--- src/sv/sbcd_pkg.sv ---
`default_nettype none
// ----------------------------------------------------------------------------
// sbcd_pkg
// shared constants, codes and types of the start-byte command deframer
// ----------------------------------------------------------------------------
package sbcd_pkg;

    localparam int FRAME_BYTES_DEF = 19;
    localparam int AXES_DEF        = 4;
    localparam int AXIS_SLOTS      = 4;

    localparam int BYTE_W    = 8;
    localparam int IDX_W     = 5;
    localparam int AXIS_W    = 32;
    localparam int ACTION_W  = 3;
    localparam int CFG_IDX_W = 3;
    localparam int SLOT_W    = 2;
    localparam int LANE_W    = 2;

    // register indexes on the config port
    localparam logic [CFG_IDX_W-1:0] REG_START_CODE  = 3'd0;
    localparam logic [CFG_IDX_W-1:0] REG_CODE_STREAM = 3'd1;
    localparam logic [CFG_IDX_W-1:0] REG_CODE_RESET  = 3'd2;
    localparam logic [CFG_IDX_W-1:0] REG_CODE_HOME   = 3'd3;
    localparam logic [CFG_IDX_W-1:0] REG_CODE_OPEN   = 3'd4;
    localparam logic [CFG_IDX_W-1:0] REG_CODE_CLOSE  = 3'd5;
    localparam logic [CFG_IDX_W-1:0] REG_CODE_ESTOP  = 3'd6;

    // register reset values
    localparam logic [BYTE_W-1:0] RST_START_CODE  = 8'hAA;
    localparam logic [BYTE_W-1:0] RST_CODE_STREAM = 8'd1;
    localparam logic [BYTE_W-1:0] RST_CODE_RESET  = 8'd2;
    localparam logic [BYTE_W-1:0] RST_CODE_HOME   = 8'd3;
    localparam logic [BYTE_W-1:0] RST_CODE_OPEN   = 8'd4;
    localparam logic [BYTE_W-1:0] RST_CODE_CLOSE  = 8'd5;
    localparam logic [BYTE_W-1:0] RST_CODE_ESTOP  = 8'd6;

    // decoded actions
    localparam logic [ACTION_W-1:0] ACT_IGNORED = 3'd0;
    localparam logic [ACTION_W-1:0] ACT_STREAM  = 3'd1;
    localparam logic [ACTION_W-1:0] ACT_RESET   = 3'd2;
    localparam logic [ACTION_W-1:0] ACT_HOME    = 3'd3;
    localparam logic [ACTION_W-1:0] ACT_OPEN    = 3'd4;
    localparam logic [ACTION_W-1:0] ACT_CLOSE   = 3'd5;
    localparam logic [ACTION_W-1:0] ACT_ESTOP   = 3'd6;

    typedef enum logic [1:0] {
        TOK_START = 2'd0,
        TOK_CMD   = 2'd1,
        TOK_DATA  = 2'd2,
        TOK_CHECK = 2'd3
    } tok_kind_t;

    // one classified byte between front and back
    typedef struct packed {
        tok_kind_t         kind;
        logic [BYTE_W-1:0] data;
        logic              store;
        logic [SLOT_W-1:0] slot;
        logic [LANE_W-1:0] lane;
    } tok_t;

    typedef struct packed {
        logic [BYTE_W-1:0] stream;
        logic [BYTE_W-1:0] rst;
        logic [BYTE_W-1:0] home;
        logic [BYTE_W-1:0] open;
        logic [BYTE_W-1:0] close;
        logic [BYTE_W-1:0] estop;
    } cmd_codes_t;

endpackage
`default_nettype wire

--- src/sv/sync_byte_command_deframer_top.sv ---
`default_nettype none
// result: registered when its checksum beat is accepted; that beat waits
// only while an unaccepted result holds the back
// throughput: one rx beat per cycle, set by the two-entry queue and the result register
// a pending result does not stop intake; only a full queue behind it does
// reset (aresetn low, synchronous): hunting for start, queue empty, no result,
// command codes and start code back to their defaults
// ----------------------------------------------------------------------------
// sync_byte_command_deframer_top
// start-byte framed command receiver with xor checksum and command decode
// ----------------------------------------------------------------------------
module sync_byte_command_deframer_top #(
    parameter int FRAME_BYTES = sbcd_pkg::FRAME_BYTES_DEF,
    parameter int AXES        = sbcd_pkg::AXES_DEF
) (
    input  wire                           aclk,
    input  wire                           aresetn,
    // config write port
    input  wire                           cfg_we,
    input  wire  [sbcd_pkg::CFG_IDX_W-1:0] cfg_index,
    input  wire  [sbcd_pkg::BYTE_W-1:0]   cfg_wdata,
    // rx beats
    input  wire                           s_valid,
    output logic                          s_ready,
    input  wire  [sbcd_pkg::BYTE_W-1:0]   s_rx_byte,
    // decoded commands
    output logic                          m_valid,
    input  wire                           m_ready,
    output logic [sbcd_pkg::ACTION_W-1:0] m_action,
    output logic [sbcd_pkg::BYTE_W-1:0]   m_command_byte,
    output logic signed [sbcd_pkg::AXIS_W-1:0] m_axis_value_0,
    output logic signed [sbcd_pkg::AXIS_W-1:0] m_axis_value_1,
    output logic signed [sbcd_pkg::AXIS_W-1:0] m_axis_value_2,
    output logic signed [sbcd_pkg::AXIS_W-1:0] m_axis_value_3
);
    import sbcd_pkg::*;

    // configuration registers
    logic [BYTE_W-1:0] start_code_reg;
    cmd_codes_t        codes_reg;

    always_ff @(posedge aclk) begin
        if (!aresetn) begin
            start_code_reg  <= RST_START_CODE;
            codes_reg.stream <= RST_CODE_STREAM;
            codes_reg.rst    <= RST_CODE_RESET;
            codes_reg.home   <= RST_CODE_HOME;
            codes_reg.open   <= RST_CODE_OPEN;
            codes_reg.close  <= RST_CODE_CLOSE;
            codes_reg.estop  <= RST_CODE_ESTOP;
        end else if (cfg_we) begin
            case (cfg_index)
                REG_START_CODE:  start_code_reg   <= cfg_wdata;
                REG_CODE_STREAM: codes_reg.stream <= cfg_wdata;
                REG_CODE_RESET:  codes_reg.rst    <= cfg_wdata;
                REG_CODE_HOME:   codes_reg.home   <= cfg_wdata;
                REG_CODE_OPEN:   codes_reg.open   <= cfg_wdata;
                REG_CODE_CLOSE:  codes_reg.close  <= cfg_wdata;
                REG_CODE_ESTOP:  codes_reg.estop  <= cfg_wdata;
                default: begin
                    // indexes past the list are dropped
                end
            endcase
        end
    end

    // front to queue
    logic push_valid, push_ready;
    tok_t push_tok;
    // queue to back
    logic pop_valid, pop_ready;
    tok_t pop_tok;

    logic signed [AXIS_W-1:0] axis_value [AXIS_SLOTS];

    // front: start hunt and byte position tagging
    sbcd_front #(
        .FRAME_BYTES (FRAME_BYTES),
        .AXES        (AXES)
    ) u_front (
        .aclk       (aclk),
        .aresetn    (aresetn),
        .s_valid    (s_valid),
        .s_ready    (s_ready),
        .s_rx_byte  (s_rx_byte),
        .start_code (start_code_reg),
        .push_valid (push_valid),
        .push_tok   (push_tok),
        .push_ready (push_ready)
    );

    // decoupling queue so intake runs while a result waits
    sbcd_queue u_queue (
        .aclk      (aclk),
        .aresetn   (aresetn),
        .in_valid  (push_valid),
        .in_ready  (push_ready),
        .in_tok    (push_tok),
        .out_valid (pop_valid),
        .out_ready (pop_ready),
        .out_tok   (pop_tok)
    );

    // back: checksum, axis assembly, decode, result register
    sbcd_back #(
        .AXES (AXES)
    ) u_back (
        .aclk           (aclk),
        .aresetn        (aresetn),
        .tok_valid      (pop_valid),
        .tok_ready      (pop_ready),
        .tok            (pop_tok),
        .codes          (codes_reg),
        .m_valid        (m_valid),
        .m_ready        (m_ready),
        .m_action       (m_action),
        .m_command_byte (m_command_byte),
        .m_axis_value   (axis_value)
    );

    assign m_axis_value_0 = axis_value[0];
    assign m_axis_value_1 = axis_value[1];
    assign m_axis_value_2 = axis_value[2];
    assign m_axis_value_3 = axis_value[3];

    // actions without positions carry zero axes
    assert property (@(posedge aclk) disable iff (!aresetn)
        (m_valid && m_action != ACT_STREAM && m_action != ACT_HOME) |->
        (m_axis_value_0 == '0 && m_axis_value_1 == '0
         && m_axis_value_2 == '0 && m_axis_value_3 == '0))
        else $error("axis values set on an action without positions");

    // stream position results carry the matching command byte
    assert property (@(posedge aclk) disable iff (!aresetn)
        (m_valid && m_action == ACT_STREAM) |-> (m_command_byte == codes_reg.stream))
        else $error("stream action with a foreign command byte");

    // ignored results match none of the codes
    assert property (@(posedge aclk) disable iff (!aresetn)
        (m_valid && m_action == ACT_IGNORED) |->
        (m_command_byte != codes_reg.stream && m_command_byte != codes_reg.rst
         && m_command_byte != codes_reg.home && m_command_byte != codes_reg.open
         && m_command_byte != codes_reg.close && m_command_byte != codes_reg.estop))
        else $error("known command decoded as ignored");

    // decoded action stays within the defined codes
    assert property (@(posedge aclk) disable iff (!aresetn)
        m_valid |-> (m_action <= ACT_ESTOP))
        else $error("undefined action code");

endmodule
`default_nettype wire

--- src/sv/sbcd_front.sv ---
`default_nettype none
// ----------------------------------------------------------------------------
// sbcd_front
// frame tracker: hunts for the start byte and tags each frame byte
// ----------------------------------------------------------------------------
module sbcd_front #(
    parameter int FRAME_BYTES = sbcd_pkg::FRAME_BYTES_DEF,
    parameter int AXES        = sbcd_pkg::AXES_DEF
) (
    input  wire                        aclk,
    input  wire                        aresetn,
    input  wire                        s_valid,
    output logic                       s_ready,
    input  wire  [sbcd_pkg::BYTE_W-1:0] s_rx_byte,
    input  wire  [sbcd_pkg::BYTE_W-1:0] start_code,
    output logic                       push_valid,
    output sbcd_pkg::tok_t             push_tok,
    input  wire                        push_ready
);
    import sbcd_pkg::*;

    localparam logic [IDX_W-1:0] LAST_POS = IDX_W'(FRAME_BYTES - 1);
    localparam logic [2:0]       AXES_C   = 3'(AXES);

    logic             in_frame_reg, in_frame_next;
    logic [IDX_W-1:0] idx_reg, idx_next;
    logic [IDX_W-1:0] q;
    logic             take;

    assign s_ready = push_ready;
    assign take    = s_valid && push_ready;
    assign q       = idx_reg - IDX_W'(2);

    always_comb begin
        in_frame_next  = in_frame_reg;
        idx_next       = idx_reg;
        push_valid     = 1'b0;
        push_tok.kind  = TOK_DATA;
        push_tok.data  = s_rx_byte;
        push_tok.slot  = q[SLOT_W+LANE_W-1:LANE_W];
        push_tok.lane  = q[LANE_W-1:0];
        push_tok.store = ({1'b0, q[IDX_W-1:LANE_W]} < {1'b0, AXES_C});
        if (take) begin
            if (!in_frame_reg) begin
                if (s_rx_byte == start_code) begin
                    in_frame_next = 1'b1;
                    idx_next      = IDX_W'(1);
                    push_valid    = 1'b1;
                    push_tok.kind = TOK_START;
                end
            end else if (idx_reg >= LAST_POS) begin
                in_frame_next = 1'b0;
                idx_next      = '0;
                push_valid    = 1'b1;
                push_tok.kind = TOK_CHECK;
            end else begin
                idx_next      = idx_reg + IDX_W'(1);
                push_valid    = 1'b1;
                push_tok.kind = (idx_reg <= IDX_W'(1)) ? TOK_CMD : TOK_DATA;
            end
        end
    end

    always_ff @(posedge aclk) begin
        if (!aresetn) begin
            in_frame_reg <= 1'b0;
            idx_reg      <= '0;
        end else begin
            in_frame_reg <= in_frame_next;
            idx_reg      <= idx_next;
        end
    end

endmodule
`default_nettype wire

--- src/sv/sbcd_queue.sv ---
`default_nettype none
// ----------------------------------------------------------------------------
// sbcd_queue
// two-entry token queue between front and back
// ----------------------------------------------------------------------------
module sbcd_queue (
    input  wire             aclk,
    input  wire             aresetn,
    input  wire             in_valid,
    output logic            in_ready,
    input  sbcd_pkg::tok_t  in_tok,
    output logic            out_valid,
    input  wire             out_ready,
    output sbcd_pkg::tok_t  out_tok
);
    import sbcd_pkg::*;

    tok_t       slot_reg [2];
    logic       wr_ptr_reg, wr_ptr_next;
    logic       rd_ptr_reg, rd_ptr_next;
    logic [1:0] count_reg, count_next;
    logic       wr_en, rd_en;

    assign in_ready  = (count_reg != 2'd2);
    assign out_valid = (count_reg != 2'd0);
    assign out_tok   = slot_reg[rd_ptr_reg];
    assign wr_en     = in_valid && in_ready;
    assign rd_en     = out_valid && out_ready;

    always_comb begin
        wr_ptr_next = wr_en ? !wr_ptr_reg : wr_ptr_reg;
        rd_ptr_next = rd_en ? !rd_ptr_reg : rd_ptr_reg;
        count_next  = count_reg;
        if (wr_en && !rd_en) begin
            count_next = count_reg + 2'd1;
        end else if (rd_en && !wr_en) begin
            count_next = count_reg - 2'd1;
        end
    end

    always_ff @(posedge aclk) begin
        if (!aresetn) begin
            wr_ptr_reg <= 1'b0;
            rd_ptr_reg <= 1'b0;
            count_reg  <= '0;
        end else begin
            wr_ptr_reg <= wr_ptr_next;
            rd_ptr_reg <= rd_ptr_next;
            count_reg  <= count_next;
        end
    end

    always_ff @(posedge aclk) begin
        if (wr_en) begin
            slot_reg[wr_ptr_reg] <= in_tok;
        end
    end

endmodule
`default_nettype wire

--- src/sv/sbcd_back.sv ---
`default_nettype none
// ----------------------------------------------------------------------------
// sbcd_back
// frame assembler: checksum, axis words, command decode and result register
// ----------------------------------------------------------------------------
module sbcd_back #(
    parameter int AXES = sbcd_pkg::AXES_DEF
) (
    input  wire                          aclk,
    input  wire                          aresetn,
    input  wire                          tok_valid,
    output logic                         tok_ready,
    input  sbcd_pkg::tok_t               tok,
    input  sbcd_pkg::cmd_codes_t         codes,
    output logic                         m_valid,
    input  wire                          m_ready,
    output logic [sbcd_pkg::ACTION_W-1:0] m_action,
    output logic [sbcd_pkg::BYTE_W-1:0]  m_command_byte,
    output logic signed [sbcd_pkg::AXIS_W-1:0] m_axis_value [sbcd_pkg::AXIS_SLOTS]
);
    import sbcd_pkg::*;

    logic [BYTE_W-1:0]   acc_reg, acc_next;
    logic [BYTE_W-1:0]   held_reg, held_next;
    logic [AXIS_W-1:0]   word_reg [AXIS_SLOTS];
    logic [AXIS_W-1:0]   word_next [AXIS_SLOTS];
    logic                out_valid_reg, out_valid_next;
    logic [ACTION_W-1:0] action_reg;
    logic [BYTE_W-1:0]   cmd_out_reg;
    logic [AXIS_W-1:0]   axis_out_reg [AXIS_SLOTS];
    logic [ACTION_W-1:0] act;
    logic                fire, emit, carries;

    // first matching code wins
    always_comb begin
        if (held_reg == codes.stream) begin
            act = ACT_STREAM;
        end else if (held_reg == codes.rst) begin
            act = ACT_RESET;
        end else if (held_reg == codes.home) begin
            act = ACT_HOME;
        end else if (held_reg == codes.open) begin
            act = ACT_OPEN;
        end else if (held_reg == codes.close) begin
            act = ACT_CLOSE;
        end else if (held_reg == codes.estop) begin
            act = ACT_ESTOP;
        end else begin
            act = ACT_IGNORED;
        end
    end

    assign carries   = (act == ACT_STREAM) || (act == ACT_HOME);
    assign tok_ready = !(tok.kind == TOK_CHECK && out_valid_reg && !m_ready);
    assign fire      = tok_valid && tok_ready;
    assign emit      = fire && (tok.kind == TOK_CHECK) && (tok.data == acc_reg);

    always_comb begin
        acc_next  = acc_reg;
        held_next = held_reg;
        for (int k = 0; k < AXIS_SLOTS; k++) begin
            word_next[k] = word_reg[k];
        end
        if (fire) begin
            case (tok.kind)
                TOK_START: begin
                    acc_next  = '0;
                    held_next = '0;
                    for (int k = 0; k < AXIS_SLOTS; k++) begin
                        word_next[k] = '0;
                    end
                end
                TOK_CMD: begin
                    acc_next  = acc_reg ^ tok.data;
                    held_next = tok.data;
                end
                TOK_DATA: begin
                    acc_next = acc_reg ^ tok.data;
                    for (int k = 0; k < AXIS_SLOTS; k++) begin
                        for (int l = 0; l < 4; l++) begin
                            if (tok.store && tok.slot == SLOT_W'(k)
                                    && tok.lane == LANE_W'(l)) begin
                                word_next[k][8*l +: 8] = word_reg[k][8*l +: 8] | tok.data;
                            end
                        end
                    end
                end
                default: begin
                end
            endcase
        end
    end

    always_comb begin
        out_valid_next = out_valid_reg && !m_ready;
        if (emit) begin
            out_valid_next = 1'b1;
        end
    end

    always_ff @(posedge aclk) begin
        if (!aresetn) begin
            out_valid_reg <= 1'b0;
        end else begin
            out_valid_reg <= out_valid_next;
        end
    end

    always_ff @(posedge aclk) begin
        acc_reg  <= acc_next;
        held_reg <= held_next;
        for (int k = 0; k < AXIS_SLOTS; k++) begin
            word_reg[k] <= word_next[k];
        end
        if (emit) begin
            action_reg  <= act;
            cmd_out_reg <= held_reg;
            for (int k = 0; k < AXIS_SLOTS; k++) begin
                axis_out_reg[k] <= (carries && k < AXES) ? word_reg[k] : '0;
            end
        end
    end

    assign m_valid        = out_valid_reg;
    assign m_action       = action_reg;
    assign m_command_byte = cmd_out_reg;
    always_comb begin
        for (int k = 0; k < AXIS_SLOTS; k++) begin
            m_axis_value[k] = axis_out_reg[k];
        end
    end

endmodule
`default_nettype wire

--- config.mk ---
export PLATFORM = sky130hd
export DESIGN_NAME = sync_byte_command_deframer_top
export DESIGN_NICKNAME = d
export VERILOG_FILES = /design/src/sv/sbcd_pkg.sv /design/src/sv/sync_byte_command_deframer_top.sv /design/src/sv/sbcd_front.sv /design/src/sv/sbcd_queue.sv /design/src/sv/sbcd_back.sv
export SDC_FILE = /design/constraint.sdc
export NUM_CORES = 1
export LEC_CHECK = 0
export ABC_AREA = 1
export BUFFER_PORTS_ARGS = -buffer_cell sky130_fd_sc_hd__buf_4
export CAP_MARGIN = 20
export CORE_ASPECT_RATIO = 1.5
export CORE_MARGIN = 5
export CORE_UTILIZATION = 50
export DETAILED_ROUTE_END_ITERATION = 8
export PLACE_DENSITY = 0.69
export SLEW_MARGIN = 20
export SYNTH_ARGS = -nofsm -noshare
export SYNTH_HDL_FRONTEND = slang
export SYNTH_SLANG_ARGS = --single-unit
--- constraint.sdc ---
create_clock -name aclk -period 10.1 [get_ports aclk]
set_input_delay 0 -clock aclk [delete_from_list [all_inputs] [get_ports aclk]]
set_output_delay 0 -clock aclk [all_outputs]
set_load 0.1 [all_outputs]
Yosys cells after proc, flatten, opt, wreduce, memory -nomap -nowiden
Memories as Yosys holds them, arrays and structs flattened. A register that Yosys moved wholly into a read port is not among the register bits.
Index checks and enable logic that the tools add are counted.
{ "word_totals": {"input_bits": 24, "ram_bits": 286, "word_cells": 179, "out_inout_bits": 141, "regBits": 94, "memories": 3} }
{ "op_classes": {"muxes": 52, "bitwise_logic": 17, "n_eq_ne": 26, "add_sub_neg": 4, "order_cmp": 3, "reduce_logical": 57} }
{ "mem_list": {"columns": ["memory", "words", "word_bits", "rd", "rd_ports_with_merged_regs", "write_ports", "line_no", "rtl"], "rows": [
  ["u_back.axis_out_reg", 4, 32, 4, 0, 4, "sbcd_back.sv:30", "logic [AXIS_W-1:0] axis_out_reg [AXIS_SLOTS];"],
  ["u_back.word_reg", 4, 32, 4, 0, 4, "sbcd_back.sv:25", "logic [AXIS_W-1:0] word_reg [AXIS_SLOTS];"],
  ["u_queue.slot_reg", 2, 15, 1, 1, 1, "sbcd_queue.sv:18", "tok_t slot_reg [2];"]
]} }
{ "ops": {"columns": ["op", "n"], "rows": [
  ["$pmux 128 s2", 1],
  ["$mux 128", 1],
  ["$mux 32", 4],
  ["$mux 8", 16],
  ["$or 8x8->8", 16],
  ["$eq 8x8->1", 8],
  ["$pmux 8 s2", 2],
  ["$logic_and 1x1->1", 30],
  ["$reduce_and 2->1", 10],
  ["$mux 3", 6],
  ["$mux 5", 3],
  ["$mux 2", 7],
  ["$eq 2x2->1 const B", 6],
  ["$mux 1", 12],
  ["$reduce_bool 2->1", 5],
  ["$eq 3x2->1 const B", 3],
  ["$eq 3x3->1 const B", 3],
  ["$xor 8x8->8", 1],
  ["$eq 2x1->1 const B", 3],
  ["$eq 3x1->1 const B", 2],
  ["$logic_not 1->1", 6],
  ["$logic_not 2->1", 3],
  ["$add 5x1->5 const B", 1],
  ["$ge 5x5->1 const B", 1],
  ["9 further kinds", 9]
]} }

Depth between registers and ports, before layout
Gate-level depths: netlist (run 1).
{ "logic_depth": {"depth_word": 10, "ltp_mapped": 15, "depth_no_buf": 12} }

Modules after synthesis
A second synthesis (run 1) with hierarchy kept.
{ "hier_totals": {"cells_unflattened": 1538, "hier_area_um2": 17117.7} }
{ "modules_own_cells": {"columns": ["module", "n_inst", "area_per_inst_um2", "cells_each"], "rows": [
  ["sbcd_back", 1, 12625.9, 994],
  ["sync_byte_command_deframer_top", 1, 2314.7, 317],
  ["sbcd_queue", 1, 1378.8, 84],
  ["sbcd_front", 1, 798.3, 143]
]} }

Least setup slack after synthesis (run 1)
OpenSTA, ideal clock, no wires.
{ "synth_timing": {"path_type": "reg2reg", "startpoint": "reg (tool-made name)", "endpoint": "mem u_back.axis_out_reg[0][0], enable pin", "setup_ns": 0.492, "required_ns": 9.608, "arrival_ns": 4.524, "path_buffers": 1, "setup_slack_ns": 5.084, "synth_period_minus_slack_ns": 5.016, "path_stages_with_launch": 12, "path_cell_list": "dfxtp_1 inv_2 buf_2 or2_2 o21ai_0 inv_1 ha_1 inv_1 o22ai_1 nor3_1 nand3_1 inv_1"} }
{ "synth_rtl": {"columns": ["item", "line_no"], "rows": [
  ["to (decl)", "sbcd_back.sv:30"]
]} }

==> metrics.md, run 1 <==
| Metric | Value |
|---|---|
| Outcome | finished clean |
| Total CTS buffers | 37 |
| Total GRT Usage | 18.8% |
| Clk buf depth | 3 |
| First-pass GRT wire length | 56.0 mm |
| Synthesis-to-finish area growth | 17.1% |
| N_diodes | 0 |
| Worst-Margin Slew | 0.987 ns |
| Synth Register Bits | 381 |
| Starting DRT DRC Count | 715 |
| PortBufs | 164 |
| Grt ovf | 0 |
| Die Y | 235 um |
| Area leader, netlist | edfxtp_1 |
| Met3 Resource Use GR | 3.47% |
| Fin. Hold Viols | 0 |
| Setup slack, reg-to-reg | 6.03 ns |
| Met1 Track Usage GR | 22.2% |
| TritonCTS Sinks | 381 |
| Tmin final | 4.07 ns |
| Final antenna-violating net count | 0 |
| Met2 GRT Util | 34.7% |
| Fin crit share | 40.3% |
| CTS H-tree lvls | 2 |
| Peak fanout along the critical path | 60 |
| Synth Instances | 1534 |
| Drt total wl | 35.6 mm |
| Syn_nets | 1569 |
| Critical path class | flop to flop |
| Synthesized area | 16800 um2 |
| Area share of the largest cell type after synthesis | 55.9% |
| Total die area | 37500 um2 |
| Post-synthesis sequential area ratio | 64.0% |
| Mean routed wirelength per cell | 16.5 um |
| Clock skew | 0.0189 ns |
| HPWL after DPL | 24.2 mm |
| Commonest cells in the synthesized netlist | inv_1 (324), edfxtp_1 (313), o21ai_0 (180) |
| I/O pin count | 165 |
| Leading cell types by total area after synthesis | edfxtp_1 (56%), dfxtp_1 (8.1%), inv_1 (7.2%), nor2_4 (6.7%), o21ai_0 (5.4%) |
| RSZ-0062 raised after global routing | false |
| FP Rows | 82 |
| CTS tree | built |
| Yosys Warn Count | 0 |
| Core area | 33300 um2 |
| GPL Wtd Cong | 0.844 |
| Leakage | 8.75 nW |
| Async S/R FF share, synth | 0% |
| EDFF count, synth | 313 |
| Worst-path clk slew | 0.06 ns |
| CTS root buf | clkbuf_16 |
| Max-cap violations | 0 |
| Top_reg_cell synth | edfxtp_1 |
| Antenna violations before repair | 0 |
| Nets@finish | 1749 |
| Crit end category | flop |
| Clock Latency Late Sink | 0.53 ns |
| DR DRC count | 0 |
| Pwr/cell area | 225 nW/um2 |
| Crit path required time | 10.34 ns |
| Vias in the first global route | 10600 |
| Setup violators final | 0 |
| Postcts setup bufs | 0 |
| Resize count post-CTS | 0 |
| Setup_tns | 0 ns |
| Share of layout cells above drive strength 1 | 20.1% |
| Fmax | 246 MHz |
| GRT busiest layer | met2 |
| CP Data Arrival Time | 4.31 ns |
| Pre-antenna DRT Iters | 5 |
| Peak supply drop | 0.110 mV |
| Final Instance Area | 19700 um2 |
| Largest net degree at the start of global routing | 146 |
| Initial Util | 50.4% |
| Mean Syn Cell Area | 11.0 um2 |
| Vias per cell | 4.96 |
| CP startpoint kind | flop |
| Post-synthesis cell type count | 31 |
| Die width | 160 um |
| Max_slew headroom | 34.2% |
| Dpl cell area | 18200 um2 |
| Vias after detailed routing | 10700 |
| Final slew viol count | 0 |
| Worst hold-check path type | input pin to flop |
| Most common cell in the synthesized netlist | inv_1 |
[worst paths after layout]
kind,start,to,cells past startpoint
setup / recovery,u_back.held_reg[4],u_back.axis_out_reg[0][25],13
hold / removal,cfg_we,codes_reg[2],4
setup reg to reg,u_back.held_reg[4],u_back.axis_out_reg[0][25],13
hold reg to reg,u_queue.rd_ptr_reg,flop,1
[cells in the final DEF, fill, tap and decap left out, types with 2 or more instances in the layout]
| cell type | n |
|---|---|
| xor2_1 | 18 |
| a21oi_1 | 57 |
| nor2_1 | 135 |
| inv_2 | 11 |
| or2_0 | 2 |
| or2_1 | 4 |
| nand2_2 | 4 |
| clkbuf_1 | 12 |
| inv_6 | 2 |
| edfxtp_1 | 313 |
| bufinv_16 | 3 |
| o21ai_1 | 5 |
| xnor2_1 | 25 |
| o211ai_1 | 5 |
| clkbuf_16 | 39 |
| nor3_1 | 5 |
| ha_1 | 10 |
| nand3_1 | 15 |
| inv_1 | 323 |
| buf_6 | 2 |
| dfxtp_1 | 68 |
| nor2_4 | 100 |
| or2_2 | 2 |
| clkinvlp_4 | 2 |
| dlygate4sd3_1 | 30 |
| nand2_1 | 173 |
| clkinv_2 | 8 |
| o21ai_0 | 180 |
| nand4_1 | 7 |
| nor2_2 | 4 |
| clkinv_1 | 4 |
| buf_4 | 167 |
[critical path, cell delays in order, from the launching register on]
cell      delay (ns)
edfxtp_1        0.62
inv_2           0.11
nand2_1         0.08
nand2_1         0.04
nor2_1          0.14
nand2_1         0.08
nor2_2          0.10
inv_1           0.06
nand3_1         0.09
nand2_2         0.10
nand2_8         0.59
buf_4           0.70
buf_4           0.88
nor2_1          0.11
[cell type report]
class                      instances  area, um2
inverter                         338       1270
clock inverter                    16        166
tap                              420        526
timing repair buffer             199       1580
fill                            2705      13700
multi-input combinational        757       4360
sequential                       381      10800
clock buffer                      52       1030
[report_power, final]
group / total, mW / switching, mW / internal [mW]
sequential: 2.08 / 0.103 / 1.97
clock: 1.37 / 0.574 / 0.797
combinational: 0.973 / 0.721 / 0.253
[what timing repair did]
action | in CTS | in global routing
endpoints found under the setup margin | 0 | 0
hold endpoints to repair | 78 | 0
hold buffers | 30 | 0
[metrics by stage]
step | hold slack [ns] | instances | util [%] | total power, mW | setup slack [ns]
floorplan | 0.0989 | 1534 | - | 2.84 | 5.08
global placement | 0.207 | 2065 | 54.5 | 3.04 | 5.75
detailed placement | 0.209 | 2065 | 54.5 | 3.08 | 6.00
CTS | 0.00945 | 2163 | 59.0 | 4.46 | 5.99
global route | 0.0831 | 2163 | 59.1 | 4.66 | 5.72
finish | 0.0302 | 2163 | 59.1 | 4.42 | 6.03
[logic make-up (layout without fill, tap and decap cells)]
logic type | Yosys count | in the layout | share of synthesized area [%]
xor gates and xnor gates | 43 | 43 | 2.24
buffers and inverters | 396 | 605 | 10.3
adders and majority gates | 11 | 11 | 0.819
AOI/OAI and AO/OA | 250 | 250 | 7.54
and+or+nand+nor | 453 | 453 | 15.1
DFF | 381 | 381 | 64.0
[metal layers]
metal	vias to the layer above	routed length (um)
li1	5231	-
met1	5112	13700
met2	320	18800
met3	59	2110
met4	0	963
met5	-	0
No activity file was read; power rests on OpenSTA's default activity.
==> inputs of run 2 (changes only) <==
- PLACE_DENSITY: 0.69 -> 0.72
- clock period: 10.1 -> 3.4 ns (I/O delays scaled with it)
==> run 2 against run 1 <==
  * Sequential power grew to 3.0 times the previous value
  * Sequential share of layout area decreased by 0.85 points
  * Register-to-register slack got worse by 5.5 ns
  * Critical path type unchanged
  * Critical endpoint is now u_back.word_reg[3][20]
  * Largest power group unchanged
  * Highest routed layer unchanged
==> metrics.md, run 2 (same netlist as run 1, synthesis figures left out) <==
| Metric | Value |
|---|---|
| Switching share of total power | 31.9% (+0.31 points) |
| Fin. Hold Viols | 0 (unchanged) |
| Fmax | 354 MHz (+44%) |
| Internal power | 9.06 mW (+200%) |
| Share of layout cells above drive strength 1 | 21.6% (+1.6 points) |
| Drt total wl | 36.3 mm (+2.0%) |
| Initial Util | 50.4% (unchanged) |
| Post-Layout Cell Count | 2185 (+1.0%) |
| Clock network fraction of design power | 29.8% (-1.2 points) |
| HPWL after DPL | 24.8 mm (+2.5%) |
| GPL Wtd Cong | 0.825 (-2.3%) |
| NetSw | 4.25 mW (+200%) |
| Final Instance Area | 20000 um2 (+1.6%) |
| Clk buf depth | 3 (unchanged) |
| Pwr/cell area | 665 nW/um2 (+200%) |
| Postcts setup bufs | 0 (unchanged) |
| Grt ovf | 0 (unchanged) |
| Final slew viol count | 0 (unchanged) |
| Crit path required time | 3.55 ns (-6.79 ns) |
| Vias in the first global route | 10600 (+0.53%) |
| Total GRT Usage | 19.2% (+0.39 points) |
| Worst hold-check path type | input pin to flop |
| CTS H-tree lvls | 2 (unchanged) |
| Worst Setup Slack, final | 0.575 ns (-5.46 ns) |
| Worst-path clk slew | 0.06 ns (about the same) |
| Synthesis-to-finish area growth | 19.0% |
| Sequential Power Share | 46.5% (-0.5 points) |
| Critical path class | flop to flop |
| Comb power frac | 23.7% (+1.7 points) |
| CTS root buf | clkbuf_16 |
| CTS tree | built |
| N_diodes | 0 (unchanged) |
| CP Data Arrival Time | 2.97 ns (-1.34 ns) |
| Hold Slack | 0.225 ns (+0.195 ns) |
| PortBufs | 164 (unchanged) |
| I/O pin count | 165 (unchanged) |
| CP startpoint kind | flop |
| FP Rows | 82 (unchanged) |
| Nets@finish | 1774 (+1.4%) |
| Peak fanout along the critical path | 52 (-13%) |
| Core area | 33300 um2 (unchanged) |
| Reg2reg end | u_back.word_reg[3][20] |
| Max_slew headroom | 43.2% (+9.0 points) |
| Setup slack, reg-to-reg | 0.58 ns (-5.46 ns) |
| DR DRC count | 0 (unchanged) |
| Pre-antenna DRT Iters | 6 (+1) |
| First-pass GRT wire length | 57.4 mm (+2.5%) |
| Worst-Margin Slew | 0.852 ns (-0.135 ns) |
| Post-Place Setup Slack | 0.595 ns (-5.40 ns) |
| WHS Endpoint | u_queue.slot_reg[1][6] |
| Die width | 160 um (unchanged) |
| Hold Crit Start | s_rx_byte[1] |
| TritonCTS Sinks | 381 (unchanged) |
| Leakage | 8.90 nW (+1.7%) |
| Cells on worst reg2reg path | 7 (-6) |
| Placed insts | 2090 (+1.2%) |
| Setup_tns | 0 ns (unchanged) |
| Commonest non-fill, non-tap cell in the layout | inv_1 |
| Hold Crit Depth | 2 (-2) |
| Outcome | finished clean |
| Vias after detailed routing | 10800 (+1.2%) |
| Max-cap violations | 0 (unchanged) |
| Starting DRT DRC Count | 916 (+28%) |
| Setup violators final | 0 (unchanged) |
| Peak supply drop | 0.361 mV (+230%) |
| Mean routed wirelength per cell | 16.6 um (+0.95%) |
| Clock skew | 0.0192 ns (+0.000334 ns) |
| Antenna violations before repair | 0 (unchanged) |
| Vias per cell | 4.96 (+0.16%) |
| Largest net degree at the start of global routing | 62 (-58%) |
| Fin crit share | 83.1% (+43 points) |
| Clock Latency Late Sink | 0.53 ns (about the same) |
| Filler Cells Inserted | 2642 (-2.3%) |
| Die Y | 235 um (unchanged) |
| Total die area | 37500 um2 (unchanged) |
| Final core utilization | 60.0% (+0.96 points) |
| Total CTS buffers | 35 (-5.4%) |
| Total power | 13.3 mW (+200%) |
| Hold buffers post-CTS | 32 (+6.7%) |
| Resize count post-CTS | 0 (unchanged) |
| Crit end category | flop |
| Dpl cell area | 18500 um2 (+1.9%) |
| Most frequent cells in the layout | inv_1 (320), edfxtp_1 (313), buf_4 (186) |
| Tmin final | 2.82 ns (-1.24 ns) |
| Final antenna-violating net count | 0 (unchanged) |
| RSZ-0062 raised after global routing | false |
==> run 2: worst max-delay path by stage <==
stage / endpoint / cells after the start
2_1_floorplan: u_back.axis_out_reg[0][0] / 10
3_3_place_gp: u_back.word_reg[0][13] / 7
3_5_place_dp: u_back.word_reg[0][14] / 7
4_1_cts: u_back.word_reg[0][15] / 7
5_1_grt: u_back.word_reg[3][11] / 7
6_report: u_back.word_reg[3][20] / 7
==> run 2: power by group through the flow <==
stage / sequential [mW] / combinational (mW) / clock (mW)
after global routing: 6.22 / 3.52 / 4.21
after detailed placement: 6.28 / 3.10 / 0
after global placement: 6.27 / 2.96 / 0
after floorplan: 6.09 / 2.43 / 0
final: 6.19 / 3.15 / 3.97
after CTS: 6.19 / 3.15 / 4.03
==> run 2: per-layer routing <==
metal | vias up | track usage (%) | part of all wire [%]
met4 | 0 | 5.40 | 2.3
met5 | - | 0 | 0
li1 | 5281 | - | -
met2 | 350 | 35.8 | 54
met1 | 5162 | 22.9 | 38
met3 | 55 | 3.36 | 5.9
==> run 2: final cells by class <==
type	instances	area, um2	area share (%)
clock buffer	44	982	4.91
multi-input combinational	757	4410	22.0
inverter	338	1280	6.38
sequential	381	10800	53.8
timing repair buffer	226	1880	9.38
tap	420	526	2.63
clock inverter	19	178	0.888
==> run 2: critical path: stages (launching register included) <==
cell,delay (ns)
dfxtp_4,0.47
inv_4,0.11
or2_4,0.25
o21ai_4,0.09
ha_4,0.49
o21ai_1,0.12
buf_4,0.22
a21oi_1,0.68
